--- config.mk ---
export PLATFORM = sky130hd
export DESIGN_NAME = motor_speed_pid_step
export DESIGN_NICKNAME = d
export VERILOG_FILES = /design/src/msps_pkg.sv /design/src/msps_mul.sv /design/src/msps_div.sv /design/src/motor_speed_pid_step.sv
export SDC_FILE = /design/constraint.sdc
export NUM_CORES = 2
export LEC_CHECK = 0
export BUFFER_PORTS_ARGS = -buffer_cell sky130_fd_sc_hd__buf_2
export CORE_MARGIN = 2
export CORE_UTILIZATION = 25
export DETAILED_ROUTE_END_ITERATION = 8
export HOLD_SLACK_MARGIN = 0.06
export PLACE_DENSITY_LB_ADDON = 0.1
export SLEW_MARGIN = 5
export SYNTH_ARGS = -nofsm -noshare
export SYNTH_HDL_FRONTEND = slang
export SYNTH_SLANG_ARGS = --single-unit
--- constraint.sdc ---
create_clock -name clk -period 17.3 [get_ports clk]
set_clock_uncertainty 0.05 [all_clocks]
set_input_delay 5.19 -clock clk [delete_from_list [all_inputs] [get_ports clk]]
set_output_delay 5.19 -clock clk [all_outputs]
set_load 0.02 [all_outputs]
--- src/msps_pkg.sv ---
// ----------------------------------------------------------------------------
// msps_pkg: shared types and constants for the motor speed PID step
// Serial multiplier and divider widths, controller states, register codes.
// ----------------------------------------------------------------------------
package msps_pkg;

  localparam int MUL_BW     = 17;  // multiplier operand B (serial side)
  localparam int MUL_AW     = 34;  // multiplier operand A
  localparam int ACC_W      = 56;  // product / PID sum accumulator
  localparam int CNT_PROD_W = 28;  // |count| * 6000 fits here
  localparam int REM_W      = 16;  // divider remainder

  localparam int SPEED_SCALE = 6000;
  localparam int ALPHA_Q16   = 3277;
  localparam int TICK_Q16    = 655;
  localparam int INV_TICK    = 100;
  localparam int TERM_LIMIT  = 500;
  localparam int STEP_LIMIT  = 50;
  localparam int GAIN_FRAC   = 8;
  localparam int DUTY_MAX    = 255;
  localparam int SPEED_OUT_MAX = 1048575;

  typedef enum logic [1:0] {
    REG_KP  = 2'd0,
    REG_KI  = 2'd1,
    REG_KD  = 2'd2,
    REG_TGT = 2'd3
  } cfg_idx_t;

  typedef enum logic [3:0] {
    S_IDLE,
    S_CNT,
    S_DIV,
    S_FILT,
    S_ERR,
    S_INTEG,
    S_DER,
    S_P,
    S_I,
    S_D,
    S_OUT
  } state_t;

  typedef struct packed {
    logic start;
    logic accum;
  } mul_ctl_t;

  typedef struct packed {
    logic busy;
    logic done;
  } unit_stat_t;

  // saturate a wide signed value to 32 bits
  function automatic logic signed [31:0] sat32(input logic signed [ACC_W-1:0] v);
    logic signed [31:0] r;
    if ((v[ACC_W-1:31] == '0) || (v[ACC_W-1:31] == '1)) begin
      r = v[31:0];
    end else if (v[ACC_W-1]) begin
      r = 32'sh8000_0000;
    end else begin
      r = 32'sh7fff_ffff;
    end
    return r;
  endfunction

endpackage

--- src/msps_mul.sv ---
// ----------------------------------------------------------------------------
// msps_mul: bit-serial signed multiply-accumulate
// Shifts operand B out one bit per cycle; the last bit carries negative weight.
// ----------------------------------------------------------------------------
module msps_mul
  import msps_pkg::*;
(
  input  logic                     clk,
  input  logic                     rst_n,
  input  mul_ctl_t                 ctl,
  input  logic signed [MUL_AW-1:0] a,
  input  logic signed [MUL_BW-1:0] b,
  output logic signed [ACC_W-1:0]  acc,
  output unit_stat_t               stat
);

  localparam int CNT_W = $clog2(MUL_BW);

  logic signed [ACC_W-1:0]  a_r, a_nxt;
  logic signed [ACC_W-1:0]  acc_r, acc_nxt;
  logic        [MUL_BW-1:0] b_r, b_nxt;
  logic        [CNT_W-1:0]  cnt_r, cnt_nxt;
  logic                     busy_r, busy_nxt;
  logic                     done_r, done_nxt;

  always_comb begin
    a_nxt    = a_r;
    b_nxt    = b_r;
    acc_nxt  = acc_r;
    cnt_nxt  = cnt_r;
    busy_nxt = busy_r;
    done_nxt = 1'b0;
    if (ctl.start && !busy_r) begin
      a_nxt    = ACC_W'(a);
      b_nxt    = b;
      cnt_nxt  = '0;
      busy_nxt = 1'b1;
      if (!ctl.accum) begin
        acc_nxt = '0;
      end
    end else if (busy_r) begin
      if (b_r[0]) begin
        // sign bit of B weighs -2^(n-1)
        acc_nxt = (cnt_r == CNT_W'(MUL_BW - 1)) ? acc_r - a_r : acc_r + a_r;
      end
      a_nxt   = a_r <<< 1;
      b_nxt   = b_r >> 1;
      cnt_nxt = cnt_r + 1'b1;
      if (cnt_r == CNT_W'(MUL_BW - 1)) begin
        busy_nxt = 1'b0;
        done_nxt = 1'b1;
      end
    end
  end

  always_ff @(posedge clk) begin
    a_r   <= a_nxt;
    b_r   <= b_nxt;
    acc_r <= acc_nxt;
    if (!rst_n) begin
      cnt_r  <= '0;
      busy_r <= 1'b0;
      done_r <= 1'b0;
    end else begin
      cnt_r  <= cnt_nxt;
      busy_r <= busy_nxt;
      done_r <= done_nxt;
    end
  end

  assign acc       = acc_r;
  assign stat.busy = busy_r;
  assign stat.done = done_r;

endmodule

--- src/msps_div.sv ---
// ----------------------------------------------------------------------------
// msps_div: restoring divider by a fixed divisor
// Shifts the dividend in one bit per cycle and forms one quotient bit.
// ----------------------------------------------------------------------------
module msps_div
  import msps_pkg::*;
#(
  parameter int DIVW    = 36,
  parameter int DIVISOR = 330
)
(
  input  logic            clk,
  input  logic            rst_n,
  input  logic            start,
  input  logic [DIVW-1:0] dividend,
  output logic [DIVW-1:0] quot,
  output unit_stat_t      stat
);

  localparam int CNT_W = $clog2(DIVW + 1);

  logic [DIVW-1:0]  q_r, q_nxt;
  logic [REM_W-1:0] rem_r, rem_nxt;
  logic [REM_W:0]   rem_sh;
  logic [CNT_W-1:0] cnt_r, cnt_nxt;
  logic             busy_r, busy_nxt;
  logic             done_r, done_nxt;

  always_comb begin
    q_nxt    = q_r;
    rem_nxt  = rem_r;
    cnt_nxt  = cnt_r;
    busy_nxt = busy_r;
    done_nxt = 1'b0;
    rem_sh   = {rem_r, q_r[DIVW-1]};
    if (start && !busy_r) begin
      q_nxt    = dividend;
      rem_nxt  = '0;
      cnt_nxt  = '0;
      busy_nxt = 1'b1;
    end else if (busy_r) begin
      if (rem_sh >= (REM_W+1)'(DIVISOR)) begin
        rem_nxt = REM_W'(rem_sh - (REM_W+1)'(DIVISOR));
        q_nxt   = {q_r[DIVW-2:0], 1'b1};
      end else begin
        rem_nxt = rem_sh[REM_W-1:0];
        q_nxt   = {q_r[DIVW-2:0], 1'b0};
      end
      cnt_nxt = cnt_r + 1'b1;
      if (cnt_r == CNT_W'(DIVW - 1)) begin
        busy_nxt = 1'b0;
        done_nxt = 1'b1;
      end
    end
  end

  always_ff @(posedge clk) begin
    q_r   <= q_nxt;
    rem_r <= rem_nxt;
    if (!rst_n) begin
      cnt_r  <= '0;
      busy_r <= 1'b0;
      done_r <= 1'b0;
    end else begin
      cnt_r  <= cnt_nxt;
      busy_r <= busy_nxt;
      done_r <= done_nxt;
    end
  end

  assign quot      = q_r;
  assign stat.busy = busy_r;
  assign stat.done = done_r;

endmodule

--- src/motor_speed_pid_step.sv ---
// ----------------------------------------------------------------------------
// motor_speed_pid_step: one PID speed-control step per encoder count
// Count to rpm, one-pole filter, clamped I and D terms, duty and direction.
// ----------------------------------------------------------------------------
//   channel | ports        | payload (low bit first)
//   --------+--------------+--------------------------------------------------
//   input   | in_t*        | tdata: pulse_count[15:0]
//   result  | out_t*       | tdata: pwm_duty[7:0], forward[8], measured_speed[29:9]
//   config  | cfg_*        | addr: gain_prop, gain_integ, gain_deriv, target_speed
//
// One transaction makes seven passes of the bit-serial multiplier and one pass
// of the bit-serial divider by COUNTS_PER_REV. A new input is taken while a
// finished result still waits in the output register. Reset is synchronous,
// active low, and clears the control state, the configuration, the last target,
// the filter, the integral, the error history and the output valid flag.
// ----------------------------------------------------------------------------
module motor_speed_pid_step
  import msps_pkg::*;
#(
  parameter int COUNTS_PER_REV = 330,
  parameter int FRAC_BITS      = 8
)
(
  input  logic        clk,
  input  logic        rst_n,
  input  logic        in_tvalid,
  output logic        in_tready,
  input  logic [15:0] in_tdata,   // pulse_count[15:0]
  output logic        out_tvalid,
  input  logic        out_tready,
  output logic [31:0] out_tdata,  // pwm_duty[7:0], forward[8], measured_speed[29:9]
  input  logic        cfg_we,
  input  logic [1:0]  cfg_addr,
  input  logic [15:0] cfg_wdata
);

  localparam int DIVW = CNT_PROD_W + FRAC_BITS;
  localparam logic signed [ACC_W-1:0] LIM = ACC_W'(TERM_LIMIT * (2 ** FRAC_BITS));

  state_t state_r, state_nxt;

  logic signed [15:0] kp_r, ki_r, kd_r, tgt_cfg_r;
  logic signed [15:0] tgt_r, tgt_nxt, ltgt_r, ltgt_nxt;
  logic               neg_r, neg_nxt;
  logic signed [31:0] filt_r, filt_nxt, integ_r, integ_nxt, lerr_r, lerr_nxt;
  logic signed [31:0] err_r, err_nxt, deriv_r, deriv_nxt;
  logic               out_tvalid_r, out_tvalid_nxt;
  logic [31:0]        out_tdata_r, out_tdata_nxt;

  mul_ctl_t                 mul_ctl;
  logic signed [MUL_AW-1:0] mul_a;
  logic signed [MUL_BW-1:0] mul_b;
  logic signed [ACC_W-1:0]  mul_acc;
  unit_stat_t               mul_stat;

  logic            div_start;
  logic [DIVW-1:0] div_dividend, div_quot;
  unit_stat_t      div_stat;

  logic signed [ACC_W-1:0] abs_prod, iter_sum, sum_abs;
  logic [63:0]             mag64;
  logic signed [31:0]      raw, err_c, meas_mag_c;
  logic signed [MUL_AW-1:0] tgt_q;
  logic [32:0]             filt_abs;
  logic [32:0]             meas_sh;
  logic [20:0]             meas21;
  logic [ACC_W-1:0]        duty_sh;
  logic [7:0]              duty;
  logic signed [16:0]      tdiff;
  logic                    in_acc;

  msps_mul u_mul (
    .clk   (clk),
    .rst_n (rst_n),
    .ctl   (mul_ctl),
    .a     (mul_a),
    .b     (mul_b),
    .acc   (mul_acc),
    .stat  (mul_stat)
  );

  msps_div #(
    .DIVW    (DIVW),
    .DIVISOR (COUNTS_PER_REV)
  ) u_div (
    .clk      (clk),
    .rst_n    (rst_n),
    .start    (div_start),
    .dividend (div_dividend),
    .quot     (div_quot),
    .stat     (div_stat)
  );

  assign in_tready = (state_r == S_IDLE);
  assign in_acc    = in_tvalid && in_tready;

  // datapath helpers
  always_comb begin
    abs_prod     = mul_acc[ACC_W-1] ? -mul_acc : mul_acc;
    div_dividend = {abs_prod[CNT_PROD_W-1:0], {FRAC_BITS{1'b0}}};
    mag64        = 64'(div_quot);
    if (mag64 >= 64'h8000_0000) begin
      raw = neg_r ? 32'sh8000_0000 : 32'sh7fff_ffff;
    end else begin
      raw = neg_r ? -$signed(mag64[31:0]) : $signed(mag64[31:0]);
    end
    tgt_q    = MUL_AW'(tgt_r) <<< FRAC_BITS;
    err_c    = sat32(ACC_W'(tgt_q - MUL_AW'(filt_r)));
    iter_sum = ACC_W'(mul_acc >>> 16);
    sum_abs  = mul_acc[ACC_W-1] ? -mul_acc : mul_acc;
    duty_sh  = sum_abs >> (GAIN_FRAC + FRAC_BITS);
    duty     = (duty_sh > ACC_W'(DUTY_MAX)) ? 8'(DUTY_MAX) : duty_sh[7:0];
    filt_abs = filt_r[31] ? -(33'(filt_r)) : 33'(filt_r);
    meas_sh  = filt_abs >> FRAC_BITS;
    meas_mag_c = (meas_sh > 33'(SPEED_OUT_MAX)) ? 32'(SPEED_OUT_MAX) : 32'(meas_sh);
    meas21   = filt_r[31] ? -meas_mag_c[20:0] : meas_mag_c[20:0];
    tdiff    = 17'(tgt_cfg_r) - 17'(ltgt_r);
  end

  // next state
  always_comb begin
    state_nxt = state_r;
    case (state_r)
      S_IDLE:  if (in_acc) state_nxt = S_CNT;
      S_CNT:   if (mul_stat.done) state_nxt = S_DIV;
      S_DIV:   if (div_stat.done) state_nxt = S_FILT;
      S_FILT:  if (mul_stat.done) state_nxt = S_ERR;
      S_ERR:   state_nxt = S_INTEG;
      S_INTEG: if (mul_stat.done) state_nxt = S_DER;
      S_DER:   if (mul_stat.done) state_nxt = S_P;
      S_P:     if (mul_stat.done) state_nxt = S_I;
      S_I:     if (mul_stat.done) state_nxt = S_D;
      S_D:     if (mul_stat.done) state_nxt = S_OUT;
      S_OUT:   if (!out_tvalid_r || out_tready) state_nxt = S_IDLE;
      default: state_nxt = S_IDLE;
    endcase
  end

  // outputs and datapath updates
  always_comb begin
    mul_ctl        = '0;
    mul_a          = '0;
    mul_b          = '0;
    div_start      = 1'b0;
    tgt_nxt        = tgt_r;
    ltgt_nxt       = ltgt_r;
    neg_nxt        = neg_r;
    filt_nxt       = filt_r;
    integ_nxt      = integ_r;
    lerr_nxt       = lerr_r;
    err_nxt        = err_r;
    deriv_nxt      = deriv_r;
    out_tvalid_nxt = out_tvalid_r && !out_tready;
    out_tdata_nxt  = out_tdata_r;
    case (state_r)
      S_IDLE: begin
        if (in_acc) begin
          if ((ltgt_r > 0 && tgt_cfg_r < 0) || (ltgt_r < 0 && tgt_cfg_r > 0)) begin
            integ_nxt = '0;
            lerr_nxt  = '0;
          end
          if (tdiff > 17'(STEP_LIMIT) || tdiff < -17'(STEP_LIMIT)) begin
            integ_nxt = '0;
          end
          ltgt_nxt    = tgt_cfg_r;
          tgt_nxt     = tgt_cfg_r;
          neg_nxt     = in_tdata[15];
          mul_ctl     = '{start: 1'b1, accum: 1'b0};
          mul_a       = MUL_AW'($signed(in_tdata));
          mul_b       = MUL_BW'(SPEED_SCALE);
        end
      end
      S_CNT: begin
        div_start = mul_stat.done;
      end
      S_DIV: begin
        if (div_stat.done) begin
          mul_ctl = '{start: 1'b1, accum: 1'b0};
          mul_a   = MUL_AW'(raw) - MUL_AW'(filt_r);
          mul_b   = MUL_BW'(ALPHA_Q16);
        end
      end
      S_FILT: begin
        if (mul_stat.done) begin
          filt_nxt = sat32(ACC_W'(filt_r) + iter_sum);
        end
      end
      S_ERR: begin
        err_nxt = err_c;
        mul_ctl = '{start: 1'b1, accum: 1'b0};
        mul_a   = MUL_AW'(err_c);
        mul_b   = MUL_BW'(TICK_Q16);
      end
      S_INTEG: begin
        if (mul_stat.done) begin
          if (ACC_W'(integ_r) + iter_sum > LIM) begin
            integ_nxt = LIM[31:0];
          end else if (ACC_W'(integ_r) + iter_sum < -LIM) begin
            integ_nxt = -LIM[31:0];
          end else begin
            integ_nxt = integ_r + iter_sum[31:0];
          end
          mul_ctl = '{start: 1'b1, accum: 1'b0};
          mul_a   = MUL_AW'(err_r) - MUL_AW'(lerr_r);
          mul_b   = MUL_BW'(INV_TICK);
        end
      end
      S_DER: begin
        if (mul_stat.done) begin
          if (mul_acc > LIM) begin
            deriv_nxt = LIM[31:0];
          end else if (mul_acc < -LIM) begin
            deriv_nxt = -LIM[31:0];
          end else begin
            deriv_nxt = mul_acc[31:0];
          end
          lerr_nxt = err_r;
          mul_ctl  = '{start: 1'b1, accum: 1'b0};
          mul_a    = MUL_AW'(err_r);
          mul_b    = MUL_BW'(kp_r);
        end
      end
      S_P: begin
        if (mul_stat.done) begin
          mul_ctl = '{start: 1'b1, accum: 1'b1};
          mul_a   = MUL_AW'(integ_r);
          mul_b   = MUL_BW'(ki_r);
        end
      end
      S_I: begin
        if (mul_stat.done) begin
          mul_ctl = '{start: 1'b1, accum: 1'b1};
          mul_a   = MUL_AW'(deriv_r);
          mul_b   = MUL_BW'(kd_r);
        end
      end
      S_OUT: begin
        if (!out_tvalid_r || out_tready) begin
          out_tvalid_nxt = 1'b1;
          out_tdata_nxt  = {2'b00, meas21, (tgt_r > 0), (tgt_r == 0) ? 8'd0 : duty};
          // zero target drops the integral and the error history
          if (tgt_r == 0) begin
            integ_nxt = '0;
            lerr_nxt  = '0;
          end
        end
      end
      default: ;
    endcase
  end

  always_ff @(posedge clk) begin
    err_r       <= err_nxt;
    deriv_r     <= deriv_nxt;
    tgt_r       <= tgt_nxt;
    neg_r       <= neg_nxt;
    out_tdata_r <= out_tdata_nxt;
    if (!rst_n) begin
      state_r      <= S_IDLE;
      kp_r         <= '0;
      ki_r         <= '0;
      kd_r         <= '0;
      tgt_cfg_r    <= '0;
      ltgt_r       <= '0;
      filt_r       <= '0;
      integ_r      <= '0;
      lerr_r       <= '0;
      out_tvalid_r <= 1'b0;
    end else begin
      state_r      <= state_nxt;
      ltgt_r       <= ltgt_nxt;
      filt_r       <= filt_nxt;
      integ_r      <= integ_nxt;
      lerr_r       <= lerr_nxt;
      out_tvalid_r <= out_tvalid_nxt;
      if (cfg_we) begin
        case (cfg_idx_t'(cfg_addr))
          REG_KP:  kp_r      <= cfg_wdata;
          REG_KI:  ki_r      <= cfg_wdata;
          REG_KD:  kd_r      <= cfg_wdata;
          REG_TGT: tgt_cfg_r <= cfg_wdata;
          default: ;
        endcase
      end
    end
  end

  assign out_tvalid = out_tvalid_r;
  assign out_tdata  = out_tdata_r;

`ifndef SYNTHESIS
  a_busy_no_input: assert property (@(posedge clk) disable iff (!rst_n)
    (mul_stat.busy || div_stat.busy) |-> !in_tready)
    else $error("input ready while an arithmetic unit is busy");

  a_units_exclusive: assert property (@(posedge clk) disable iff (!rst_n)
    div_stat.busy |-> !mul_stat.busy)
    else $error("multiplier and divider busy together");

  a_integ_bounded: assert property (@(posedge clk) disable iff (!rst_n)
    (ACC_W'(integ_r) <= LIM) && (ACC_W'(integ_r) >= -LIM))
    else $error("integral outside its clamp");

  a_result_from_out: assert property (@(posedge clk) disable iff (!rst_n)
    $rose(out_tvalid) |-> $past(state_r) == S_OUT)
    else $error("result loaded outside the output state");
`endif

endmodule

==> flow_metrics.py <==
metrics = {
    "yosys": {
        "synth_cells": 4646,
        "yosysWarnings": 0,
        "synth.top_cell.area_share_pct": 21.3,
        "ys_async_sr_fraction_pct": 0,
        "synth_area_per_cell_um2": 8.11,
        "yosys.cell_types.count": 100,
        "synthTopCellsByArea": "edfxtp_1 21%, dfxtp_1 12%, ha_1 8.2%",
        "synth_top_area_cell": "edfxtp_1",
        "ys.flop_type": "edfxtp_1",
        "synth_seq_area_share_pct": 33.0,
        "syn-cell-area_um2": 37700,
        "ys_ff_latch": 488,
        "synth_edf_count": 268,
    },
    "drt": {
        "routed_wl_um": 160000,
        "via_per_inst": 5.28,
        "drc": 0,
        "wire_per_inst_um": 23.9,
        "drt_iter0_markers": 3252,
        "ant_nets": 0,
        "vias": 35275,
        "drt_pass1_iterations": 6,
    },
    "clock_tree": {
        "cts-root-buf": "clkbuf_16",
        "clk_path_buf_depth": 3,
        "cts_made_buffers": 67,
        "ctsResizeCount": 0,
        "clock_latency_ns": 0.71,
        "holdBufCountCts": 0,
        "clk_pin_slew_worst_paths_ns": 0.06,
        "htree_levels": 3,
        "cts_tree": "built",
        "clkSinkCount": 488,
        "postCtsSetupRepairBufs": 0,
    },
    "power": {
        "p_leak_uw": 0.0156,
        "max-vdd-ir-drop_mv": 0.0857,
        "combPwrFrac_pct": 50.3,
        "clock_power_share_pct": 20.4,
        "p_switching_uw": 3310,
        "swShare_pct": 47.4,
        "intPower_uw": 3670,
        "pwr-share-seq_pct": 29.2,
        "powerDensity_nw_per_um2": 164,
    },
    "place": {
        "dp_hpwl_um": 123000,
        "port_buffers": 70,
        "place_congestion": 0.877,
        "dp.cells": 6561,
    },
    "cells_and_area": {
        "drive_above_1_share_pct": 7.31,
        "area_growth_syn_to_layout_pct": 12.7,
        "layout.nets": 4907,
        "instances_no_fill": 6687,
        "fin_util_pct": 28.4,
    },
    "floorplanning": {
        "core-area_um2": 150000,
        "dieHeight_um": 392,
        "initial_core_util_pct": 25.2,
        "rows": 142,
        "die_area_um2": 154000,
        "die_w_um": 392,
        "ios": 73,
    },
    "setup_path": {
        "crit_type": "reg2out",
        "cp.required_ns": 12.06,
        "crit_path_max_incr_delay_ns": 0.46,
        "worstPathArrival_ns": 2.13,
        "crit_chain": "nor2_1 -> nand2_1 -> inv_1 -> buf_2",
        "critPathTopFamily": "simple AND/OR/NAND/NOR gates",
        "crit_path_end_kind": "output pin",
        "path_max_fanout": 14,
        "crit_buf_inv": 2,
        "start_kind": "flip-flop",
        "cp_slowest_cell": "dfxtp_1",
    },
    "timing": {
        "finalSetupTns_ns": 0,
        "hold_viol_final": 0,
        "drv_slew": 0,
        "grt_setup_unrepaired": "false",
        "fmax_ghz": 0.136,
        "worst_pin_slew_ns": 1.26,
        "post-route-period-util_pct": 42.6,
        "final-setup-viol-count": 0,
        "relSlewSlack_pct": 15.1,
        "final.min_clock_period_ns": 7.37,
    },
    "outcome": {
        "outcome": "completed",
    },
    "flow_run": {
        "drv_cap": 0,
    },
    "min_path": {
        "hp-class": "reg2reg",
    },
    "global_routing": {
        "grt_pass1_vias": 33606,
        "grt_max_degree": 76,
        "grtUsageTotal_pct": 20.4,
        "grt_pass1_wl_um": 234000,
        "overflow": 0,
        "antenna_found_initial": 7,
    },
}
==> sequential cells by signal, summed over array words and instances (netlist names), 6 cells and up <==
register,flops
u_mul.b_r,17
u_mul.acc,56
out_tdata,30
integ_r,32
ltgt_r,16
u_div.quot,36
u_mul.a_r,56
filt_r,32
lerr_r,32
u_div.rem_r,16
kp_r,16
ki_r,16
tgt_r,16
kd_r,16
tgt_cfg_r,16
u_div.cnt_r,6
err_r,32
deriv_r,32
==> worst register-to-register path, cell delays in order (launching register included) <==
cell and delay [ns]:
edfxtp_1 0.52, or3_1 0.39, nor3_1 0.60, and3_1 0.39, and2_1 0.40, nand3_1 0.22
nor2_1 0.49, a21oi_1 0.17, xnor2_1 0.21, ha_1 0.31, and4_1 0.29, and3_1 0.22
nand3_1 0.18, nor3_1 0.09, nand4b_1 0.11, o21ai_0 0.24, o41ai_1 0.66, o221ai_1 0.36
a31oi_1 0.28, xor2_1 0.17, nor2_1 0.06
==> power groups by stage <==
stage	clock, uW	combinational [uW]	sequential (uW)
detailed placement	0	3440	2050
global placement	0	3480	2060
finish	1430	3510	2040
CTS	1480	3470	2030
floorplan	0	2450	1820
global route	1510	3870	2060
==> layout by cell type (no fill, tap or decap), types with 99 or more instances in the layout <==
master	instances
a21o_1	116
a21oi_1	476
dfxtp_1	218
edfxtp_1	268
ha_1	248
inv_1	181
nand2_1	603
nor2_1	472
nor3_1	99
o21ai_0	247
xnor2_1	205
xor2_1	139
==> per-stage QoR <==
stage               hold WS (ns)  worst slack (ns)  total power (uW)  cell area (um2)
global route               0.418              9.77              7440            42500
finish                     0.404              9.93              6980            42500
floorplan                  0.381              7.21              4270            37700
detailed placement         0.396              9.38              5490            40300
CTS                        0.404              9.86              6970            42500
global placement           0.392              9.37              5530            40300
==> synthesized netlist by cell type, types with 24 or more instances <==
library cell	n
dfxtp_1	220
a222oi_1	46
o221a_2	31
o21ai_0	248
or3_1	36
o31ai_1	47
xnor2_1	205
o21ai_1	29
nor2b_1	44
nor4_1	52
nand3_1	92
a31oi_1	53
edfxtp_1	268
nor2_1	475
nand2_1	603
clkbuf_1	212
xor2_1	139
or4_1	24
a21oi_1	476
nand4_1	55
and3_1	38
o21bai_1	38
and2_1	27
o211ai_1	24
nor3_1	102
inv_1	182
nand2b_1	42
ha_1	248
o22ai_1	28
o21a_1	50
a21o_1	116
a211oi_1	37
==> cell families after synthesis <==
family,Yosys count,share of synthesized area [%]
flops,488,33.0
mux,24,0.664
other cells,1,0.00995
fa+ha+maj,262,8.76
buf+inv,419,4.23
xor+xnor,344,7.99
compound gates,1432,24.7
simple gates,1676,20.6
==> area by class of cell <==
cell class	instances	area, um2
repair buffers	131	808
flip-flops and latches	488	12500
clock buffers	99	1900
fillers	16174	107000
diodes	3	7.51
multi-input cells	3740	23800
well taps	2016	2520
inverters	186	701
clock inverters	24	328
==> path summary, 6_finish.rpt <==
kind / from / to / slack [ns] / depth (start not counted)
setup / recovery: state_r[3] / in_tready / 9.93 / 4
hold / removal: kp_r[1] / kp_r[1] / 0.40 / 2
setup reg to reg: u_mul.a_r[3] / u_mul.acc[54] / 10.59 / 20
hold reg to reg: kp_r[1] / kp_r[1] / 0.40 / 2
==> routing by layer <==
| metal | routed length (um) | GRT usage, % | share of wire [%] |
|---|---|---|---|
| met5 | 0 | 0 | 0 |
| met1 | 78800 | 29.9 | 49 |
| met2 | 69400 | 31.3 | 43 |
| met4 | 3110 | 5.13 | 1.9 |
| met3 | 8800 | 2.74 | 5.5 |
Note: power is estimated with default switching activity, not from simulation.
